## config.mk

```make
export PLATFORM = sky130hd
export DESIGN_NAME = lfrl_epoch
export DESIGN_NICKNAME = d
export VERILOG_FILES = /design/src/rtl/lfrl_pkg.sv /design/src/rtl/lfrl_epoch.sv
export SDC_FILE = /design/constraint.sdc
export NUM_CORES = 1
export LEC_CHECK = 0
export BUFFER_PORTS_ARGS = -buffer_cell sky130_fd_sc_hd__buf_4
export CAP_MARGIN = 10
export CORE_MARGIN = 2
export CORE_UTILIZATION = 25
export DETAILED_ROUTE_END_ITERATION = 6
export GPL_ROUTABILITY_DRIVEN = 0
export PLACE_DENSITY_LB_ADDON = 0.12
export SKIP_LAST_GASP = 1
export SYNTH_ARGS = -nofsm -noshare
export SYNTH_HDL_FRONTEND = slang
export SYNTH_SLANG_ARGS = --single-unit
```

## constraint.sdc

```tcl
create_clock -name clk_i -period 10 [get_ports clk_i]
set_input_delay 1 -clock clk_i [delete_from_list [all_inputs] [get_ports clk_i]]
set_output_delay 1 -clock clk_i [all_outputs]
set_load 0.02 [all_outputs]
```

## src/rtl/lfrl_pkg.sv

```systemverilog
// Shared types and constants of the login flood rate limiter.
// Depends on nothing; every other file of the block but lfrl_ram imports it.
package lfrl_pkg;

  // Field widths
  localparam int unsigned UserW   = 10;
  localparam int unsigned TimeW   = 32;
  localparam int unsigned StampW  = 16;
  localparam int unsigned TallyW  = 8;
  localparam int unsigned MinEpW  = 27;
  localparam int unsigned HourEpW = 21;
  localparam int unsigned MaxUsers = 1024;

  // APB register map (word index = paddr[4:2])
  localparam int unsigned PaddrW = 5;
  localparam logic [2:0] REG_REPEAT_WIN = 3'd0;
  localparam logic [2:0] REG_MIN_REJECT = 3'd1;
  localparam logic [2:0] REG_HOUR_REJECT = 3'd2;
  localparam logic [2:0] REG_MIN_DELAY = 3'd3;
  localparam logic [2:0] REG_HOUR_DELAY = 3'd4;

  // Register reset values
  localparam logic [StampW-1:0] RESET_REPEAT_WIN = 16'd3;
  localparam logic [TallyW-1:0] RESET_MIN_REJECT = 8'd30;
  localparam logic [TallyW-1:0] RESET_HOUR_REJECT = 8'd60;
  localparam logic [TallyW-1:0] RESET_MIN_DELAY = 8'd5;
  localparam logic [TallyW-1:0] RESET_HOUR_DELAY = 8'd20;

  // x/15 == (x * DIV15_MAGIC) >> DIV15_SHIFT for every x below 2^32
  localparam logic [31:0] DIV15_MAGIC = 32'h8888_8889;
  localparam int unsigned DIV15_SHIFT = 35;

  localparam logic [TallyW-1:0] TALLY_MAX = 8'hFF;

  typedef enum logic [1:0] {
    VERDICT_ACCEPT = 2'd0,
    VERDICT_DELAY  = 2'd1,
    VERDICT_REJECT = 2'd2
  } verdict_e;

  typedef enum logic [1:0] {
    ST_CLEAR,
    ST_IDLE,
    ST_HOUR,
    ST_EVAL
  } state_e;

  typedef struct packed {
    logic [StampW-1:0] repeat_win;
    logic [TallyW-1:0] min_reject;
    logic [TallyW-1:0] hour_reject;
    logic [TallyW-1:0] min_delay;
    logic [TallyW-1:0] hour_delay;
  } cfg_t;

  typedef struct packed {
    logic [StampW-1:0]  stamp;
    logic [TallyW-1:0]  min_tally;
    logic [TallyW-1:0]  hour_tally;
    logic [MinEpW-1:0]  min_epoch;
    logic [HourEpW-1:0] hour_epoch;
  } entry_t;

  localparam int unsigned EntryW = $bits(entry_t);

endpackage

```

## src/rtl/lfrl_epoch.sv

```systemverilog
// Minute and hour epoch of a timestamp by reciprocal multiplication.
// Two registered steps: minute on load, hour from the minute register in the cycle after. Depends on lfrl_pkg.
module lfrl_epoch
  import lfrl_pkg::*;
(
  input  logic               clk_i,
  input  logic               load_i,
  input  logic [TimeW-1:0]   now_i,
  output logic [MinEpW-1:0]  minute_o,
  output logic [HourEpW-1:0] hour_o
);

  logic [MinEpW-1:0]  minute_q;
  logic [HourEpW-1:0] hour_q;
  logic [61:0]        min_prod;
  logic [56:0]        hour_prod;

  // now/60 == (now>>2)/15
  assign min_prod  = 62'(now_i[TimeW-1:2]) * 62'(DIV15_MAGIC);
  // minute/60 == (minute>>2)/15
  assign hour_prod = 57'(minute_q[MinEpW-1:2]) * 57'(DIV15_MAGIC);

  always_ff @(posedge clk_i) begin
    if (load_i) begin
      minute_q <= min_prod[DIV15_SHIFT +: MinEpW];
    end
  end

  // Follow the minute register; valid in the cycle after the minute register loads
  always_ff @(posedge clk_i) begin
    hour_q <= hour_prod[DIV15_SHIFT +: HourEpW];
  end

  assign minute_o = minute_q;
  assign hour_o   = hour_q;

endmodule

```

# == After elaboration in Yosys (flattened, before gate mapping) ==
# Cells that the tools add are included.
# Widths: inputs -> output; s select.
# totals
reg_bits,48
in_bits,34
out_inout_bits,48
wordCells,4
# classes
n_mul,2
# ops
cell,count
$mul 30x32->62 const B,1
$mul 25x32->56 const B,1

# == Logic depth before layout (Yosys ltp) ==
# depth
depth_word,1
ltp_mapped,25
mapped_depth_nobuf,25

# == Least setup slack after synthesis ==
# Ideal clock, no wire load.
# synth_timing
path_kind,in2reg
from,input now_i[27]
to,register minute_q[24] (netlist: minute_o[24]) (data pin)
setup_time_ns,0.260
t_arrival_ns,6.540
t_required_ns,9.740
path_slack_ns,3.201
cell_stages,21
n_path_buf,0
cell_sequence,ha_1 -> fa_1 -> fa_1 -> fa_1 -> inv_1 -> fa_1 -> inv_1 -> fa_1 -> ha_1 -> ha_1 -> a21oi_1 -> nand2_1 -> a221o_1 -> o21a_1 -> nand3_1 -> a21oi_1 -> or3_1 -> a41oi_1 -> nand2_1 -> a311oi_1 -> nor2_1
# synth_between
elab_chain_len,1
# synth_lines
element,line,rtl
"start, declared",lfrl_epoch.sv:8,"input logic [TimeW-1:0] now_i,"
$mul 30x32->62,lfrl_epoch.sv:19,assign min_prod = 62'(now_i[TimeW-1:2]) * 62'(DIV15_MAGIC);
via min_prod[59],lfrl_epoch.sv:15,logic [61:0] min_prod;
"end signal, assigned",lfrl_epoch.sv:25,minute_q <= min_prod[DIV15_SHIFT +: MinEpW];
"end, declared",lfrl_epoch.sv:13,logic [MinEpW-1:0] minute_q;
# The timed path passes the listed nets, and every way through them passes these cells.
# A chain may end at the register's enable or synchronous reset.

# == Worst setup path after layout ==
# layout_timing
from,input now_i[8]
to,register minute_q[24] (netlist: minute_o[24]) (data pin)
# The elaborated chain is that of the path after synthesis.

==> results_dict.tcl <==
set metrics [dict create \
    timing.setup.tns_ns 0 \
    yosysMostFrequentCell "ha_1" \
    max_freq_ghz 0.135 \
    wl_um 35300 \
    period_share 0.739 \
    grt_max_degree 28 \
    hold-worst-slack_ns 0.918 \
    wl_per_cell_um 15.9 \
    ant_nets 0 \
    path_cells "buf_4, ha_1, ha_1, inv_1, fa_1, fa_1, fa_1, inv_1, fa_1, ha_1, ha_1, a21oi_1, o21ai_0, a211oi_1, o211ai_1, nand3_1, a21oi_1, or3_1, a41oi_1, nand2_1, a311oi_1, nor2_1" \
    core-area_um2 56200 \
    min_period_ns 7.39 \
    seq_area_frac_synth 0.0870 \
    synthTopCellsByCount "ha_1 (426), inv_1 (357), fa_1 (200), a21oi_1 (65), o21ai_0 (33)" \
    cts_tree "done" \
    outcome "complete, no violations" \
    h-tree-depth 2 \
    dieHeight_um 242 \
    placementRows 87 \
    start_kind "primary input" \
    worstPathMaxFanout 4 \
    final-setup-viol-count 0 \
    grt_pass1_wl_um 57300 \
    cts.sinks 48 \
    synth_warnings 0 \
    max_cap_viol_count 0 \
    slew-limit-headroom 0.479 \
    path_delay_family "adder cells" \
    portBuffers 79 \
    fill_cells 6013 \
    antenna_cells 0 \
    first_pass_iters 5 \
    finalWorstSetupSlack_ns 2.61 \
    drive_gt1_frac 0.0653 \
    syn_area_um2 14100 \
    dr_total_vias 9465 \
    r2r_setup_slack_ns 3.24 \
    cts_buffer_depth 2 \
    grt-ovfl-total 0 \
    drc 0 \
    synthFlopType "edfxtp_1" \
    die_area_um2 58500 \
    ys_ff_latch 48 \
    synth_cells 1387 \
    start_util 0.252 \
    die_w_um 242 \
    fin_skew_ns 0.0175 \
    crit_buf_inv 3 \
    post-cts-setup-buffers 0 \
    ys_async_sr_fraction 0 \
    worstSkewPairLatency_ns 0.32 \
    via_per_inst 4.25 \
    yosys.area.top_type "ha_1" \
    preCtsSetupSlack_ns 2.12 \
    syn-num-nets 2047 \
    worstPathRequired_ns 10.05 \
    track_usage 0.126 \
    antenna_found_initial 0 \
    cts_made_buffers 5 \
    synth.distinct_cells 53 \
    syn2layout_area_growth_pct 12.0 \
    multi_input_area_um2 11500 \
    slew_viol_final 0 \
    drt_iter0_drc 266 \
    crit_path_top_delay_cell "fa_1" \
    cts-root-buf "clkbuf_16" \
    critPathMaxStageDelay_ns 0.65 \
    rsz0062_at_grt "no" \
    dp_hpwl_um 32300 \
    cp.arrival_ns 7.44 \
    nets 2130 \
    endpoint_kind "register" \
    first_global_vias 10300 \
    synth_edf_count 27 \
    hold_viol_final 0 \
    ios 82 \
    post_cts_resized 0 \
    postCtsHoldBufs 0 \
    path_clk_slew_ns 0.06 \
    criticalPathCategory "in -> reg" \
    post-route-util 0.282 \
    hp-class "reg -> reg" \
    synth_top_cell_area_share 0.377 \
    tightest_slew_ns 0.782 \
    syn_area_per_cell_um2 10.2 \
    synth_area_leaders "ha_1 (38%), fa_1 (28%), inv_1 (9.5%)" \
    register_area_um2 1230 \
]
## tightest hold or removal path, delay by kind of cell, from the launching register on
| family | cells | cell delay, ns |
|---|---|---|
| xor+xnor | 3 | 0.36 |
| flops | 1 | 0.50 |
## metal layers
| layer | up-vias | track usage | routed length [um] |
|---|---|---|---|
| met4 | 0 | 0.0202 | 298 |
| li1 | 4759 | - | - |
| met5 | - | 0 | 0 |
| met2 | 87 | 0.225 | 17800 |
| met3 | 10 | 0.00888 | 649 |
| met1 | 4609 | 0.169 | 16600 |
## layout by cell type (no fill, tap or decap), types with 21 or more instances in the layout
cell | netlist | routed
nand2_1 | 31 | 31
o21ai_0 | 33 | 33
ha_1 | 426 | 426
edfxtp_1 | 27 | 27
xnor2_1 | 27 | 27
a21o_1 | 31 | 31
fa_1 | 200 | 200
inv_1 | 357 | 357
buf_4 | 3 | 80
dfxtp_1 | 21 | 21
a21oi_1 | 65 | 65
## area by class of cell
cell class              count  share of cell area
repair buffers             80              0.0379
inverters                 357              0.0845
clock buffers               7              0.0111
flip-flops and latches     48              0.0777
multi-input cells         978               0.729
clock inverters             1            0.000553
well taps                 756              0.0597
## sequential cells by signal, indices dropped and copies added, names as in the netlist
register  cells
minute_o     27
hour_o       21
## cell families (layout without fill, tap and decap cells)
logic type      Yosys count  count (layout)  synth area share
simple gates            119             119            0.0432
buf+inv                 361             445            0.0966
fa+ha+maj               626             626             0.660
xor+xnor                 47              47            0.0291
compound gates          186             186            0.0843
flops                    48              48            0.0870
## per-stage QoR
stage,instances,cell area [um^2]
3_5_place_dp,2219,15700
6_report,2227,15900
5_1_grt,2227,15900
2_1_floorplan,1387,14100
4_1_cts,2227,15900
3_3_place_gp,2219,15700
## final timing paths
kind                      from           end  depth (start not counted)
hold reg to reg   minute_o[26]    hour_o[20]                          3
hold / removal    minute_o[26]    hour_o[20]                          3
setup / recovery      now_i[8]  minute_o[24]                         22
setup reg to reg  minute_o[26]    hour_o[20]                         20
Power is not shown: default switching activity piles up to over one toggle a cycle in this logic, so the estimate is an artifact.
