$ cat src/rtl/lfrl_pkg.sv
// Shared types and constants of the login flood rate limiter.
// Depends on nothing; every other file of the block but lfrl_ram imports it.
package lfrl_pkg;

  // Field widths
  localparam int unsigned UserW   = 10;
  localparam int unsigned TimeW   = 32;
  localparam int unsigned StampW  = 16;
  localparam int unsigned TallyW  = 8;
  localparam int unsigned MinEpW  = 27;
  localparam int unsigned HourEpW = 21;
  localparam int unsigned MaxUsers = 1024;

  // APB register map (word index = paddr[4:2])
  localparam int unsigned PaddrW = 5;
  localparam logic [2:0] REG_REPEAT_WIN = 3'd0;
  localparam logic [2:0] REG_MIN_REJECT = 3'd1;
  localparam logic [2:0] REG_HOUR_REJECT = 3'd2;
  localparam logic [2:0] REG_MIN_DELAY = 3'd3;
  localparam logic [2:0] REG_HOUR_DELAY = 3'd4;

  // Register reset values
  localparam logic [StampW-1:0] RESET_REPEAT_WIN = 16'd3;
  localparam logic [TallyW-1:0] RESET_MIN_REJECT = 8'd30;
  localparam logic [TallyW-1:0] RESET_HOUR_REJECT = 8'd60;
  localparam logic [TallyW-1:0] RESET_MIN_DELAY = 8'd5;
  localparam logic [TallyW-1:0] RESET_HOUR_DELAY = 8'd20;

  // x/15 == (x * DIV15_MAGIC) >> DIV15_SHIFT for every x below 2^32
  localparam logic [31:0] DIV15_MAGIC = 32'h8888_8889;
  localparam int unsigned DIV15_SHIFT = 35;

  localparam logic [TallyW-1:0] TALLY_MAX = 8'hFF;

  typedef enum logic [1:0] {
    VERDICT_ACCEPT = 2'd0,
    VERDICT_DELAY  = 2'd1,
    VERDICT_REJECT = 2'd2
  } verdict_e;

  typedef enum logic [1:0] {
    ST_CLEAR,
    ST_IDLE,
    ST_HOUR,
    ST_EVAL
  } state_e;

  typedef struct packed {
    logic [StampW-1:0] repeat_win;
    logic [TallyW-1:0] min_reject;
    logic [TallyW-1:0] hour_reject;
    logic [TallyW-1:0] min_delay;
    logic [TallyW-1:0] hour_delay;
  } cfg_t;

  typedef struct packed {
    logic [StampW-1:0]  stamp;
    logic [TallyW-1:0]  min_tally;
    logic [TallyW-1:0]  hour_tally;
    logic [MinEpW-1:0]  min_epoch;
    logic [HourEpW-1:0] hour_epoch;
  } entry_t;

  localparam int unsigned EntryW = $bits(entry_t);

endpackage

$ cat src/rtl/lfrl_regs.sv
// APB configuration registers of the rate limiter: windows and limits.
// Depends on lfrl_pkg.
module lfrl_regs
  import lfrl_pkg::*;
(
  input  logic              clk_i,
  input  logic              rst_ni,
  input  logic              psel,
  input  logic              penable,
  input  logic              pwrite,
  input  logic [PaddrW-1:0] paddr,
  input  logic [31:0]       pwdata,
  output logic [31:0]       prdata,
  output cfg_t              cfg_o
);

  cfg_t cfg_q, cfg_d;
  logic wr_en;

  assign wr_en = psel & penable & pwrite;

  // Decode writes; unknown addresses are ignored
  always_comb begin
    cfg_d = cfg_q;
    if (wr_en) begin
      unique case (paddr[4:2])
        REG_REPEAT_WIN:  cfg_d.repeat_win  = pwdata[StampW-1:0];
        REG_MIN_REJECT:  cfg_d.min_reject  = pwdata[TallyW-1:0];
        REG_HOUR_REJECT: cfg_d.hour_reject = pwdata[TallyW-1:0];
        REG_MIN_DELAY:   cfg_d.min_delay   = pwdata[TallyW-1:0];
        REG_HOUR_DELAY:  cfg_d.hour_delay  = pwdata[TallyW-1:0];
        default: ;
      endcase
    end
  end

  always_ff @(posedge clk_i or negedge rst_ni) begin
    if (!rst_ni) begin
      cfg_q.repeat_win  <= RESET_REPEAT_WIN;
      cfg_q.min_reject  <= RESET_MIN_REJECT;
      cfg_q.hour_reject <= RESET_HOUR_REJECT;
      cfg_q.min_delay   <= RESET_MIN_DELAY;
      cfg_q.hour_delay  <= RESET_HOUR_DELAY;
    end else begin
      cfg_q <= cfg_d;
    end
  end

  // Read back
  always_comb begin
    unique case (paddr[4:2])
      REG_REPEAT_WIN:  prdata = {16'd0, cfg_q.repeat_win};
      REG_MIN_REJECT:  prdata = {24'd0, cfg_q.min_reject};
      REG_HOUR_REJECT: prdata = {24'd0, cfg_q.hour_reject};
      REG_MIN_DELAY:   prdata = {24'd0, cfg_q.min_delay};
      REG_HOUR_DELAY:  prdata = {24'd0, cfg_q.hour_delay};
      default:         prdata = 32'd0;
    endcase
  end

  assign cfg_o = cfg_q;

endmodule

$ cat config.mk
export PLATFORM = sky130hd
export DESIGN_NAME = lfrl_regs
export DESIGN_NICKNAME = d
export VERILOG_FILES = /design/src/rtl/lfrl_pkg.sv /design/src/rtl/lfrl_regs.sv
export SDC_FILE = /design/constraint.sdc
export NUM_CORES = 1
export LEC_CHECK = 0
export BUFFER_PORTS_ARGS = -buffer_cell sky130_fd_sc_hd__buf_2
export CORE_ASPECT_RATIO = 0.5
export CORE_MARGIN = 2
export CORE_UTILIZATION = 46
export DETAILED_ROUTE_END_ITERATION = 8
export HOLD_SLACK_MARGIN = 0.1
export PLACE_DENSITY_LB_ADDON = 0.3
export SYNTH_ARGS = -nofsm -noshare
export SYNTH_HDL_FRONTEND = slang
export SYNTH_SLANG_ARGS = --single-unit
$ cat constraint.sdc
create_clock -name clk_i -period 1.5 [get_ports clk_i]
set_input_delay 0.075 -clock clk_i [delete_from_list [all_inputs] [get_ports clk_i]]
set_output_delay 0.075 -clock clk_i [all_outputs]
set_load 0.02 [all_outputs]
# Yosys cells after proc, flatten, opt, wreduce, memory -nomap -nowiden
# Cells that the tools add are included.
# totals
ff_bits,48
in_bits,42
out_inout_bits,80
word_cells,18
# op_classes
n_eq_ne,4
n_mux,1
n_bitwise,2
n_reduce_logical,6
# ops
operator,count
case mux 16 bit (5 select lines),1
AND reduction 2 bit,5
"== test 3 x 2 -> 1 bit, second input constant",2
"== test 3 x 1 -> 1 bit, second input constant",1
"== test 3 bit, second input constant",1
logical NOT 3 bit,1
bitwise AND 1 bit,2

# Longest topological paths before layout
# depth
ltp_word,3
mapped_depth,5
depth_no_buf,3

# Worst setup path before layout
# No wires, ideal clock.
# synth_timing
kind,in2out
startpoint,input port paddr[2]
endpoint,output port prdata[0]
t_arrival_ns,1.263
t_required_ns,1.425
setup_slack_ns,0.162
cell_stages,5
path_buffers,2
cell_sequence,buf_4 -> clkbuf_1 -> mux2_2 -> a32oi_1 -> o21ai_0
# synth_between
elab_chain_len,2
elab_cells_between_ends,6
cone_classes,eq/ne: 4; mux: 1; reduce/logical: 1
# synth_rtl
element,line_no,rtl
from (decl),lfrl_regs.sv:11,"input logic [PaddrW-1:0] paddr,"
== test 3 bit (tied with other cells),lfrl_regs.sv:51,unique case (paddr[4:2])
case mux 16 bit (5 select lines) *,lfrl_regs.sv:51,
to (decl),lfrl_regs.sv:13,"output logic [31:0] prdata,"
# Every way passes the cells marked *; elsewhere a longest branch is shown, timed or not.

# Final worst setup path
# layout_timing
startpoint,"register cfg_q, in the netlist cfg_o[22]"
endpoint,output port prdata[6]
# layout_between
elab_chain_len,1
# layout_rtl
element,line_no,rtl
from (decl),lfrl_regs.sv:17,"cfg_t cfg_q, cfg_d;"
from (signal assigned),lfrl_regs.sv:45,cfg_q <= cfg_d;
case mux 16 bit (5 select lines),lfrl_regs.sv:51,
# No other way between the ends.

==> out/results.ini <==
[clock_network]
cts_tree = done
clock-sinks = 48
path_clk_slew_ps = 90
cts_buffers = 5
cts_buffer_depth = 2
h-tree-depth = 2
insertion_delay_ps = 300
root_buffer = clkbuf_8

[pwr]
p_int_mw = 2.581
seqPwrFrac_pct = 45.1
leakage_nw = 1.686
ir_worst_vdd_v = 0.0007021
power.share.clock_pct = 20.8
p_sw_mw = 1.371
switching_share_pct = 34.69
powerDensity_nw_per_um2 = 1207
comb_power_share_pct = 34.0

[global_route]
antenna_found_initial = 0
grt_pass1_vias = 1707
top_usage_layer = met2
grt_pass1_wl_mm = 8.597
grt_start_max_net_pins = 49
use_met1_pct = 25.46
grt_use_met2_pct = 35.47
use_met3_pct = 4.215
grt_usage_pct = 20.12
grt-ovfl-total = 0

[synthesis]
ys_types = 27
ys_warn_count = 0
synth_top_area_share_pct = 35.29
post_synth.cell_area_avg_um2 = 13.62
synth_top_cell_by_area = dfrtp_1
yosys-top-cells-area = dfrtp_1 35%, mux2_2 21%, dfstp_2 15%, mux2_4 6.2%, buf_4 5.3%
syn_area_um2 = 2411
ys_ff_latch = 48
seq_area_frac_synth_pct = 50.54
syn_inst = 177

[layout]
syn2layout_area_growth_pct = 35.86
drive_above_1_share_pct = 64.36
layout_commonest_cell = buf_2
largest_reg_flops = 48
n_antenna_cell = 0
stdcell_count = 373
fin_nets = 344
final_cell_mix = 86 x buf_2, 45 x mux2_2, 34 x dfrtp_1, 24 x buf_4, 17 x dlygate4sd3_1

[detailed_routing]
postRouteAntennaNets = 0
viasPerCell = 4.962
routed_wl_mm = 5.818
drt_iter0_drc = 101
dr.pass1.iters = 4
wl_per_cell_um = 15.60
drc = 0
vias = 1851

[worst_setup_path]
crit_buf_inv = 1
rr_endpoint = cfg_o[11]
crit_required_ps = 1420
critPathKind = register to output pin
worstReg2RegStart = cfg_o[11]
worstSetupEndpointType = output pin
reg2reg_setup_slack_ps = 610
crit_slowest_cell = dfrtp_1
slowest_delay_ps = 400
cp-startpoint = cfg_o[22]
cp_top_family = flip-flops
crit_chain = mux2_2 -> a32oi_1 -> o21ai_1 -> buf_2
start_kind = register
critPathArrivalTime_ps = 1380
crit_fanout = 3
r2r_cells = 2

[placed_design]
dp_cells = 342
io_buffers = 87
gp_congestion = 0.7467
dp_hpwl_mm = 4.034

[floorplanning]
initial_core_util_pct = 48.44
pin_count = 122
die_area_um2 = 5872
fp.dieH_um = 55.20
rows = 18
fp.coreArea_um2 = 4977
die-width_um = 106.4

[run_status]
status = complete, no violations

[sta]
fmax_mhz = 686.8
drv_slew = 0
fin_crit_ps = 1456
fin_crit_sh_pct = 97.07
rsz0062_at_grt = true
clock_skew_ps = 0
hold_viol = 0
setup-tns-final_ps = 0
finalSetupViolCount = 0

[min_path]
hold_path_class = input port to asynchronous set/reset pin

[flow_run]
cap_violations = 0

power by group through the flow:
stage	clock network [mW]	registers, mW	logic [mW]
after floorplan	0	2.11	0.509
after CTS	0.848	1.79	1.29
final	0.823	1.78	1.35
after global placement	0	1.79	1.23
after global routing	0.901	1.82	1.44
after detailed placement	0	1.81	1.25
cells in the mapped netlist:
cell	instances
buf_2	1
buf_6	1
nor3_1	1
buf_4	17
a2bb2oi_1	1
a22oi_1	7
or3_1	1
nor2b_1	1
nand2_1	2
nor2_1	1
mux2_4	10
a32oi_1	8
nand4b_4	1
dfrtp_1	34
clkbuf_1	5
mux2_2	46
nor3b_2	1
clkinv_1	1
nor2_2	1
nand4_1	1
and2_1	8
conb_1	1
buf_12	1
and2b_1	2
dfstp_2	14
nor3_2	2
o21ai_0	8
kinds of logic after synthesis:
family                 Yosys count  synth area share [%]
buffers and inverters           26                 7.732
other                            1                0.1555
flip-flops                      48                 50.54
AND/OR/NAND/NOR                 22                 6.746
AO/OA/AOI/OAI                   24                 7.110
multiplexers                    56                 27.71
how the worst max path moves through the flow:
stage | endpoint | slack, ps | cells after the start
2_1_floorplan | prdata[0] | 160 | 5
3_3_place_gp | prdata[5] | 90 | 6
3_5_place_dp | prdata[3] | 100 | 6
4_1_cts | prdata[3] | 8 | 4
5_1_grt | prdata[1] | -30 | 4
6_report | prdata[6] | 40 | 4
area by class of cell:
class	instances	area (um2)
multi-input combinational	118	1069
timing repair buffer	128	800.8
sequential	48	1219
tap	70	87.58
inverter	1	3.754
fill	380	1702
clock buffer	6	82.58
clock inverter	2	13.76
worst register-to-register path: cells and delay by family, from the launching register on:
| kind | cells | cell delay [ps] |
|---|---|---|
| multiplexers | 1 | 250 |
| flip-flops | 1 | 390 |
| buffers and inverters | 1 | 140 |
per-stage QoR:
stage                     power (mW)  utilization (%)  setup slack (ps)  cell area [um2]  hold WS, ps
after global routing           4.164            65.81            -25.66             3276        312.2
after floorplan                2.617                -             161.7             2467       -220.6
final                          3.952            65.81             43.97             3276        269.9
after CTS                      3.925            64.73             7.900             3222        288.9
after detailed placement       3.060            59.38             97.64             2955        79.88
after global placement         3.027            59.38             91.09             2955        74.51
repair_timing:
| action | CTS | global route |
|---|---|---|
| buffers inserted | 0 | 6 |
| gates resized for setup | 0 | 10 |
| hold endpoints to repair | 96 | 0 |
| endpoints found under the setup margin | 0 | 7 |
| hold buffers | 17 | 0 |
layer usage:
layer  vias up  routed length [um]  share of wire, %
met5         -                   0                 0
met4         0                  47              0.81
met3         4                 310               5.3
met2        66                2816                48
met1       917                2644                45
li1        864                   -                 -
Note: power is estimated with default switching activity, not from simulation.
