==> config.mk <==
export PLATFORM = sky130hd
export DESIGN_NAME = lfrl_ram
export DESIGN_NICKNAME = d
export VERILOG_FILES = /design/src/rtl/lfrl_ram.sv
export SDC_FILE = /design/constraint.sdc
export NUM_CORES = 1
export LEC_CHECK = 0
export BUFFER_PORTS_ARGS = -buffer_cell sky130_fd_sc_hd__buf_4
export CORE_AREA = 5 5 125 186
export CTS_BUF_LIST = sky130_fd_sc_hd__clkbuf_8
export DETAILED_ROUTE_END_ITERATION = 10
export DIE_AREA = 0 0 130 191
export PLACE_DENSITY = 0.49
export SLEW_MARGIN = 5
export SYNTH_ARGS = -nofsm -noshare
export SYNTH_HDL_FRONTEND = slang
export SYNTH_SLANG_ARGS = --single-unit
==> constraint.sdc <==
create_clock -name clk_i -period 1.7 [get_ports clk_i]
set_input_delay 0.17 -clock clk_i [delete_from_list [all_inputs] [get_ports clk_i]]
set_output_delay 0.17 -clock clk_i [all_outputs]
set_load 0.01 [all_outputs]
==> src/rtl/lfrl_ram.sv <==
// Generic single-write, single-read synchronous RAM with registered read data.
// Depends on nothing.
module lfrl_ram #(
  parameter int unsigned WIDTH = 8,
  parameter int unsigned DEPTH = 16
) (
  input  logic                                    clk_i,
  input  logic                                    we_i,
  input  logic [(DEPTH > 1 ? $clog2(DEPTH) : 1)-1:0] waddr_i,
  input  logic [WIDTH-1:0]                        wdata_i,
  input  logic                                    re_i,
  input  logic [(DEPTH > 1 ? $clog2(DEPTH) : 1)-1:0] raddr_i,
  output logic [WIDTH-1:0]                        rdata_o
);

  logic [WIDTH-1:0] mem_q [DEPTH];
  logic [WIDTH-1:0] rdata_q;

  // Write port
  always_ff @(posedge clk_i) begin
    if (we_i) begin
      mem_q[waddr_i] <= wdata_i;
    end
  end

  // Registered read port
  always_ff @(posedge clk_i) begin
    if (re_i) begin
      rdata_q <= mem_q[raddr_i];
    end
  end

  assign rdata_o = rdata_q;

endmodule

* Yosys cells after proc, flatten, opt, wreduce, memory -nomap -nowiden
Memory sizes are Yosys's and may differ from the RTL's. A register that Yosys moved wholly into a read port is not among the register bits.
Index checks and enable logic that the tools add are counted.
** Operators by class
- Shift-type cells :: 0
- Equal/unequal tests :: 0
- Divide/modulo/power cells :: 0
- Multiply operators :: 0
- Bitwise operators :: 0
- $lt $le $gt $ge :: 0
- Add/subtract/negate cells :: 0
- Mux-type cells :: 2
- Reductions and logical operators :: 0
** Operators by type and width (number)
- two-way mux 1 bit :: 2
** Storage, ports and cells
- Output and inout bits :: 8
- Bits in writable memories :: 128
- ROM bits :: 0
- Word-level logic and storage cells :: 3
- Bits in latches :: 0
- Register bits after elaboration :: 0
- Memories :: 1
- Bits of input ports :: 19
** Memories
- mem_q :: depth 16, width 8, rd ports 1, clocked after Yosys merged registers in 1, write ports 1, line 16 : logic [WIDTH-1:0] mem_q [DEPTH];

* Depth between registers and ports, before layout
Gate-level depths: netlist of the first run.
- Depth after elaboration :: 2
- Gate-level depth with buffers :: 5
- Depth with buffers taken out :: 3

* Worst setup path after synthesis of the first run
No wires, ideal clock.
- Kind :: input port to flip-flop
- Start :: in waddr_i[2] (netlist bit)
- End :: mem mem_q[0][0] (enable)
- Path slack :: 0.037 ns
- Setup time :: 0.383 ns
- Arrival time :: 1.280 ns
- Path buffers :: 0
- Data required time :: 1.317 ns
- Stages on the path :: 2
- Cells stage by stage :: or3b_2 nor3_1
** RTL lines
- start, declared :: line 9 : input logic [(DEPTH > 1 ? $clog2(DEPTH) : 1)-1:0] waddr_i,
- end, declared :: line 16
No word-level cell before the write port.

==> run_results.csv, run 1 <==
group,metric,value,unit
global_route,gr-total-overflow,0,
sta,final_max_slew_viol_count,0,
detailed_routing,drtPass1Iterations,4,
critical_path,endpoint_kind,"flip-flop",
status,status,"complete, no violations",
detailed_routing,ant_nets,0,
yosys,yosysSeqAreaShare,78.1,%
critical_path,start_kind,"flip-flop",
yosys,synth_warnings,0,
final_layout,instances_no_fill,576,
detailed_routing,via_per_inst,4.32,
hold_path,hold-path-endpoint,"rdata_o[3]",
yosys,synth_cells,229,
clocking,tritoncts,"done",
final_layout,seq_area,0.00408,mm²
floorplan,dieArea,0.0248,mm²
hold_path,hp-class,"input pin to flip-flop",
power_and_ir_drop,power_leakage,2.09,nW
place,dp.cells,544,
floorplan,io_pins,27,
global_route,grt_pass1_wl,17.2,mm
sta,hold_viol,0,
critical_path,critPathTopFamily,"multiplexers",
critical_path,crit_type,"flip-flop to flip-flop",
final_layout,antenna_cells,0,
clocking,insertion_delay,0.43,ns
floorplan,fp.dieW,130,µm
clocking,htreeDepth,4,
global_route,grtUsageTotal,9.71,%
yosys,synth.net_count,248,
detailed_routing,drc_errors,0,
yosys,synth_area,0.00523,mm²
clocking,cts.sinks,136,
place,place_hpwl,8.00,mm
hold_path,worstHoldStart,"re_i",
yosys,synth_area_per_cell,22.8,µm²
detailed_routing,wl_per_cell,19.7,µm
final_layout,drive_gt1_share,33.6,%
detailed_routing,drt_iter0_markers,148,
place,placed_area,0.00594,mm²
floorplan,initial_utilization,24.3,%
hold_path,hold_depth,1,
power_and_ir_drop,cellPowerDensity,1070,mW/mm²
detailed_routing,drt_wl_total,11.4,mm
critical_path,cp_slowest_cell,"mux4_2",
place,routabilityCongestion,0.710,
clocking,clk_pin_slew,0.08,ns
clocking,cts_buffer_depth,2,
floorplan,row_count,66,
critical_path,slowest_delay,0.46,ns
critical_path,timing.rr.start,"mem_q[2][4]",
clocking,numCtsBuffers,17,
critical_path,worst_ep_arrival_time,1.65,ns
sta,fin_skew,0.0126,ns
critical_path,crit_buf_inv,0,
floorplan,coreArea,0.0215,mm²
place,io_buffer_count,26,
sta,min_period_over_period,86.7,%
global_route,grt_max_degree,33,
sta,fmax,678,MHz
detailed_routing,num_vias,2486,
clocking,post_cts_buffers,0,
critical_path,r2r_end,"rdata_o[4]",
final_layout,fillers,2109,
clocking,cts_root_buf,"clkbuf_8",
sta,worstMarginPinSlew,0.423,ns
yosys,synth_cell_types,18,
floorplan,die_h,191,µm
critical_path,cp_max_fo,1,
clocking,cts_resized,0,
critical_path,crit_chain,"mux4_2 -> a22oi_1 -> nand2_1",
yosys,synth.ff_latch_count,136,
flow_run,drv_cap,0,
sta,fin_crit,1.47,ns
clocking,hold_buffers,0,
power_and_ir_drop,max-vdd-ir-drop,439,µV
global_route,grt_pass1_vias,2682,
final_layout,multi_input_area,0.00106,mm²
global_route,antenna_found_initial,0,
sta,slew_headroom,71.8,%
final_layout,stdcell_area,0.00633,mm²
sta,rsz0062_at_grt,"false",
critical_path,reg2regPathDepth,3,
critical_path,crit_required,1.88,ns
final_layout,fin_nets,310,
sta,setup_viol,0,
critical_path,rrSetupSlack,0.23,ns
final_layout,area_growth_syn_to_layout,21.1,%
-- cell usage after synthesis (all sizes together) --
cell type        n  area, µm²
a22oi           16        120
nand3b           2       15.0
nor2            13       48.8
mux4            32        773
and2b            1       7.51
or3b             1       8.76
clkdlybuf4s25    3       30.0
and2             1       6.26
nand3            1       5.00
buf              7       56.3
edfxtp         136       4080
nand2b           2       12.5
nor2b            1       6.26
nor3             4       20.0
nand2            9       33.8
-- per-layer routing --
| layer | GRT usage [%] | up-vias | wire length, µm |
|---|---|---|---|
| met5 | 0 | - | 0 |
| met4 | 3.36 | 0 | 156 |
| met3 | 2.18 | 12 | 344 |
| met2 | 16.8 | 55 | 6170 |
| met1 | 11.8 | 1316 | 4690 |
| li1 | - | 1103 | - |
-- metrics by stage --
| step | hold slack [ns] | setup TNS, ns | worst slack (ns) | util [%] | power [W] |
|---|---|---|---|---|---|
| after floorplan | 0.269 | 0 | 0.0371 | - | 0.00406 |
| after global placement | 0.485 | -0.0558 | -0.0558 | 27.7 | 0.00428 |
| after detailed placement | 0.491 | -0.0586 | -0.0457 | 27.7 | 0.00429 |
| after CTS | 0.0307 | 0 | 0.204 | 29.5 | 0.00686 |
| after global routing | 0.0286 | 0 | 0.145 | 29.5 | 0.00705 |
| final | 0.0444 | 0 | 0.225 | 29.5 | 0.00678 |
-- worst register-to-register path: stages (launching register included) --
cell and delay (ns):
edfxtp_1 0.37, mux4_2 0.46, a22oi_1 0.32, nand2_1 0.09
-- cell type report --
cell class / count / area share (%)
Clock inverter: 15 / 2.43
Clock buffer: 17 / 3.70
Tap cell: 272 / 5.38
Sequential cell: 136 / 64.5
Multi-Input combinational cell: 83 / 16.7
Timing Repair Buffer: 53 / 7.27
-- state kept, by name (all words and copies together), names as in the netlist --
| register | count |
|---|---|
| rdata_o | 8 |
| mem_q | 128 |
-- placed cells by master, fill, tap and decap left out --
cell type   count
clkinvlp_4      4
buf_12          5
nand2_1         9
inv_8           1
a22oi_1        16
nor2b_1         1
inv_6           2
nand3_1         1
inv_1           1
nor2_1         13
nor3_1          4
mux4_2         18
edfxtp_1      136
and2_1          1
clkinv_2        2
clkinv_1        1
nand2b_1        2
bufinv_16       2
buf_4          48
or3b_2          1
and2b_1         1
nand3b_1        2
mux4_1         14
clkinv_4        2
clkbuf_8       17
-- logic make-up after synthesis --
family / after synthesis / share of synthesized area (%)
buffers and inverters: 10 / 1.65
AND/OR/NAND/NOR: 35 / 3.14
flip-flops: 136 / 78.1
multiplexers: 32 / 14.8
AO/OA/AOI/OAI: 16 / 2.30
-- worst max-delay path by stage --
stage / slack [ns] / depth (start not counted) / endpoint / start
finish: 0.23 / 3 / rdata_o[4] / mem_q[2][4]
global route: 0.15 / 3 / rdata_o[0] / mem_q[3][0]
floorplan: 0.04 / 2 / mem_q[0][0] / waddr_i[2]
CTS: 0.20 / 3 / rdata_o[0] / mem_q[3][0]
global placement: -0.06 / 5 / rdata_o[0] / raddr_i[0]
detailed placement: -0.05 / 5 / rdata_o[0] / raddr_i[0]
-- power breakdown --
part	switching, W	internal (W)	leakage, nW	total (W)
combinational	0.000212	0.000186	0.660	0.000399
sequential	0.0000209	0.00377	1.24	0.00379
clock	0.00128	0.00131	0.189	0.00258
total	0.00151	0.00527	2.09	0.00678
No activity file was read; power rests on OpenSTA's default activity.
==> inputs of run 2 (changes only) <==
--- a/config.mk
+++ b/config.mk
@@ -5,7 +5,7 @@
 export SDC_FILE = /design/constraint.sdc
 export NUM_CORES = 1
 export LEC_CHECK = 0
-export BUFFER_PORTS_ARGS = -buffer_cell sky130_fd_sc_hd__buf_4
+export BUFFER_PORTS_ARGS = -buffer_cell sky130_fd_sc_hd__clkbuf_2
 export CORE_AREA = 5 5 125 186
 export CTS_BUF_LIST = sky130_fd_sc_hd__clkbuf_8
 export DETAILED_ROUTE_END_ITERATION = 10
==> run 2 against run 1 <==
Effect of this change: largest cell class unchanged; routed wire length shrank 1.4%; first-iteration DRC count shrank 13%; critical path depth is the same.
==> run_results.csv, run 2 (synthesis gave the netlist of run 1 again) <==
group,metric,value,unit
critical_path,worst_ep_arrival_time,1.67,ns
final_layout,fin_util,28.8,%
detailed_routing,drt_iter0_markers,129,
critical_path,crit_required,1.85,ns
global_route,gr-total-overflow,0,
final_layout,fin_nets,308,
power_and_ir_drop,power_leakage,2.03,nW
sta,hold_viol,0,
final_layout,antenna_cells,0,
global_route,grt_pass1_vias,2670,
critical_path,cp_max_fo,1,
clocking,cts.sinks,136,
sta,worstMarginPinSlew,0.403,ns
floorplan,io_pins,27,
global_route,antenna_found_initial,0,
critical_path,cp_slowest_cell,"mux4_1",
flow_run,drv_cap,0,
critical_path,endpoint_kind,"flip-flop",
global_route,grt_pass1_wl,16.8,mm
critical_path,crit_chain,"mux4_1 -> a22oi_1 -> nand2_1",
clocking,cts_root_buf,"clkbuf_8",
detailed_routing,drc_errors,0,
detailed_routing,num_vias,2422,
detailed_routing,drtPass1Iterations,4,
floorplan,die_h,191,µm
sta,min_period_over_period,89.2,%
place,io_buffer_count,26,
detailed_routing,via_per_inst,4.22,
sta,final_max_slew_viol_count,0,
floorplan,coreArea,0.0215,mm²
global_route,grtUsageTotal,9.55,%
clocking,cts_buffer_depth,2,
sta,fin_crit,1.52,ns
final_layout,final_common_cell,"edfxtp_1",
clocking,insertion_delay,0.43,ns
detailed_routing,drt_wl_total,11.2,mm
place,place_hpwl,7.83,mm
floorplan,row_count,66,
place,placed_area,0.00584,mm²
clocking,numCtsBuffers,17,
clocking,clk_pin_slew,0.09,ns
clocking,hold_buffers,0,
critical_path,start_kind,"flip-flop",
sta,slew_headroom,73.1,%
clocking,htreeDepth,4,
place,routabilityCongestion,0.733,
power_and_ir_drop,cellPowerDensity,1060,mW/mm²
floorplan,initial_utilization,24.3,%
status,status,"complete, no violations",
final_layout,area_growth_syn_to_layout,18.4,%
clocking,post_cts_buffers,0,
sta,setup_viol,0,
global_route,grt_max_degree,22,
sta,fin_skew,0.0140,ns
final_layout,stdcell_area,0.00619,mm²
floorplan,fp.dieW,130,µm
detailed_routing,ant_nets,0,
critical_path,crit_type,"flip-flop to flip-flop",
detailed_routing,wl_per_cell,19.5,µm
clocking,tritoncts,"done",
final_layout,final_cell_mix,"edfxtp_1 (136), clkbuf_2 (26), buf_4 (22)",
final_layout,drive_gt1_share,33.1,%
sta,fmax,659,MHz
floorplan,dieArea,0.0248,mm²
critical_path,slowest_delay,0.51,ns
hold_path,hp-class,"input pin to flip-flop",
sta,rsz0062_at_grt,"false",
final_layout,largest-register,"mem_q",
final_layout,largest_reg_flops,128,
clocking,cts_resized,0,
power_and_ir_drop,max-vdd-ir-drop,349,µV
==> run 2: cell count changes in the layout (fill, tap and decap cells not counted) <==
cell and delta:
buf_4 -26, clkbuf_2 +26, inv_6 +4, buf_12 -2, bufinv_16 -2, clkinv_2 -2
==> run 2: where the power goes <==
part	total (W)	switching (W)	internal (W)
clock	0.00238	0.00134	0.00104
combinational	0.000366	0.000208	0.000158
sequential	0.00379	0.0000208	0.00377
==> run 2: area by class of cell <==
class                           instances  area (µm²)
Clock inverter                         15         119
Tap cell                              272         340
Clock buffer                           17         234
Fill cell                            2137       15300
Timing Repair Buffer                   51         355
Sequential cell                       136        4080
Multi-Input combinational cell         83        1060
==> run 2: layer usage <==
| metal | vias up | share of wire (%) | global-route usage (%) |
|---|---|---|---|
| met5 | - | 0 | 0 |
| met4 | 0 | 0.87 | 3.60 |
| met3 | 6 | 2.5 | 2.35 |
| met2 | 49 | 56 | 17.0 |
| met1 | 1268 | 41 | 10.9 |
| li1 | 1099 | - | - |
==> run 2: path summary, 6_finish.rpt <==
check,from,cells after the start,endpoint,slack [ns]
worst max-delay path,mem_q[1][5],3,rdata_o[5],0.18
worst max register to register,mem_q[1][5],3,rdata_o[5],0.18
worst min-delay path,wdata_i[1],1,mem_q[5][1],0.15
worst min register to register,mem_q[15][1],3,rdata_o[1],0.76
==> run 2: critical path: cells and delay by family, from the launching register on <==
| family | cells | cell delay (ns) |
|---|---|---|
| muxes | 1 | 0.51 |
| AOI/OAI and AO/OA | 1 | 0.21 |
| and+or+nand+nor | 1 | 0.14 |
| DFF | 1 | 0.38 |
==> run 2: metrics by stage <==
| step | total power (W) | worst slack [ns] | hold slack [ns] | instances | setup TNS (ns) |
|---|---|---|---|---|---|
| final | 0.00654 | 0.183 | 0.154 | 574 | 0 |
| after floorplan | 0.00406 | 0.0371 | 0.269 | 229 | 0 |
| after CTS | 0.00664 | 0.156 | 0.142 | 574 | 0 |
| after detailed placement | 0.00425 | -0.0216 | 0.600 | 542 | -0.0928 |
| after global placement | 0.00424 | -0.0373 | 0.573 | 542 | -0.0901 |
| after global routing | 0.00680 | 0.123 | 0.148 | 574 | 0 |
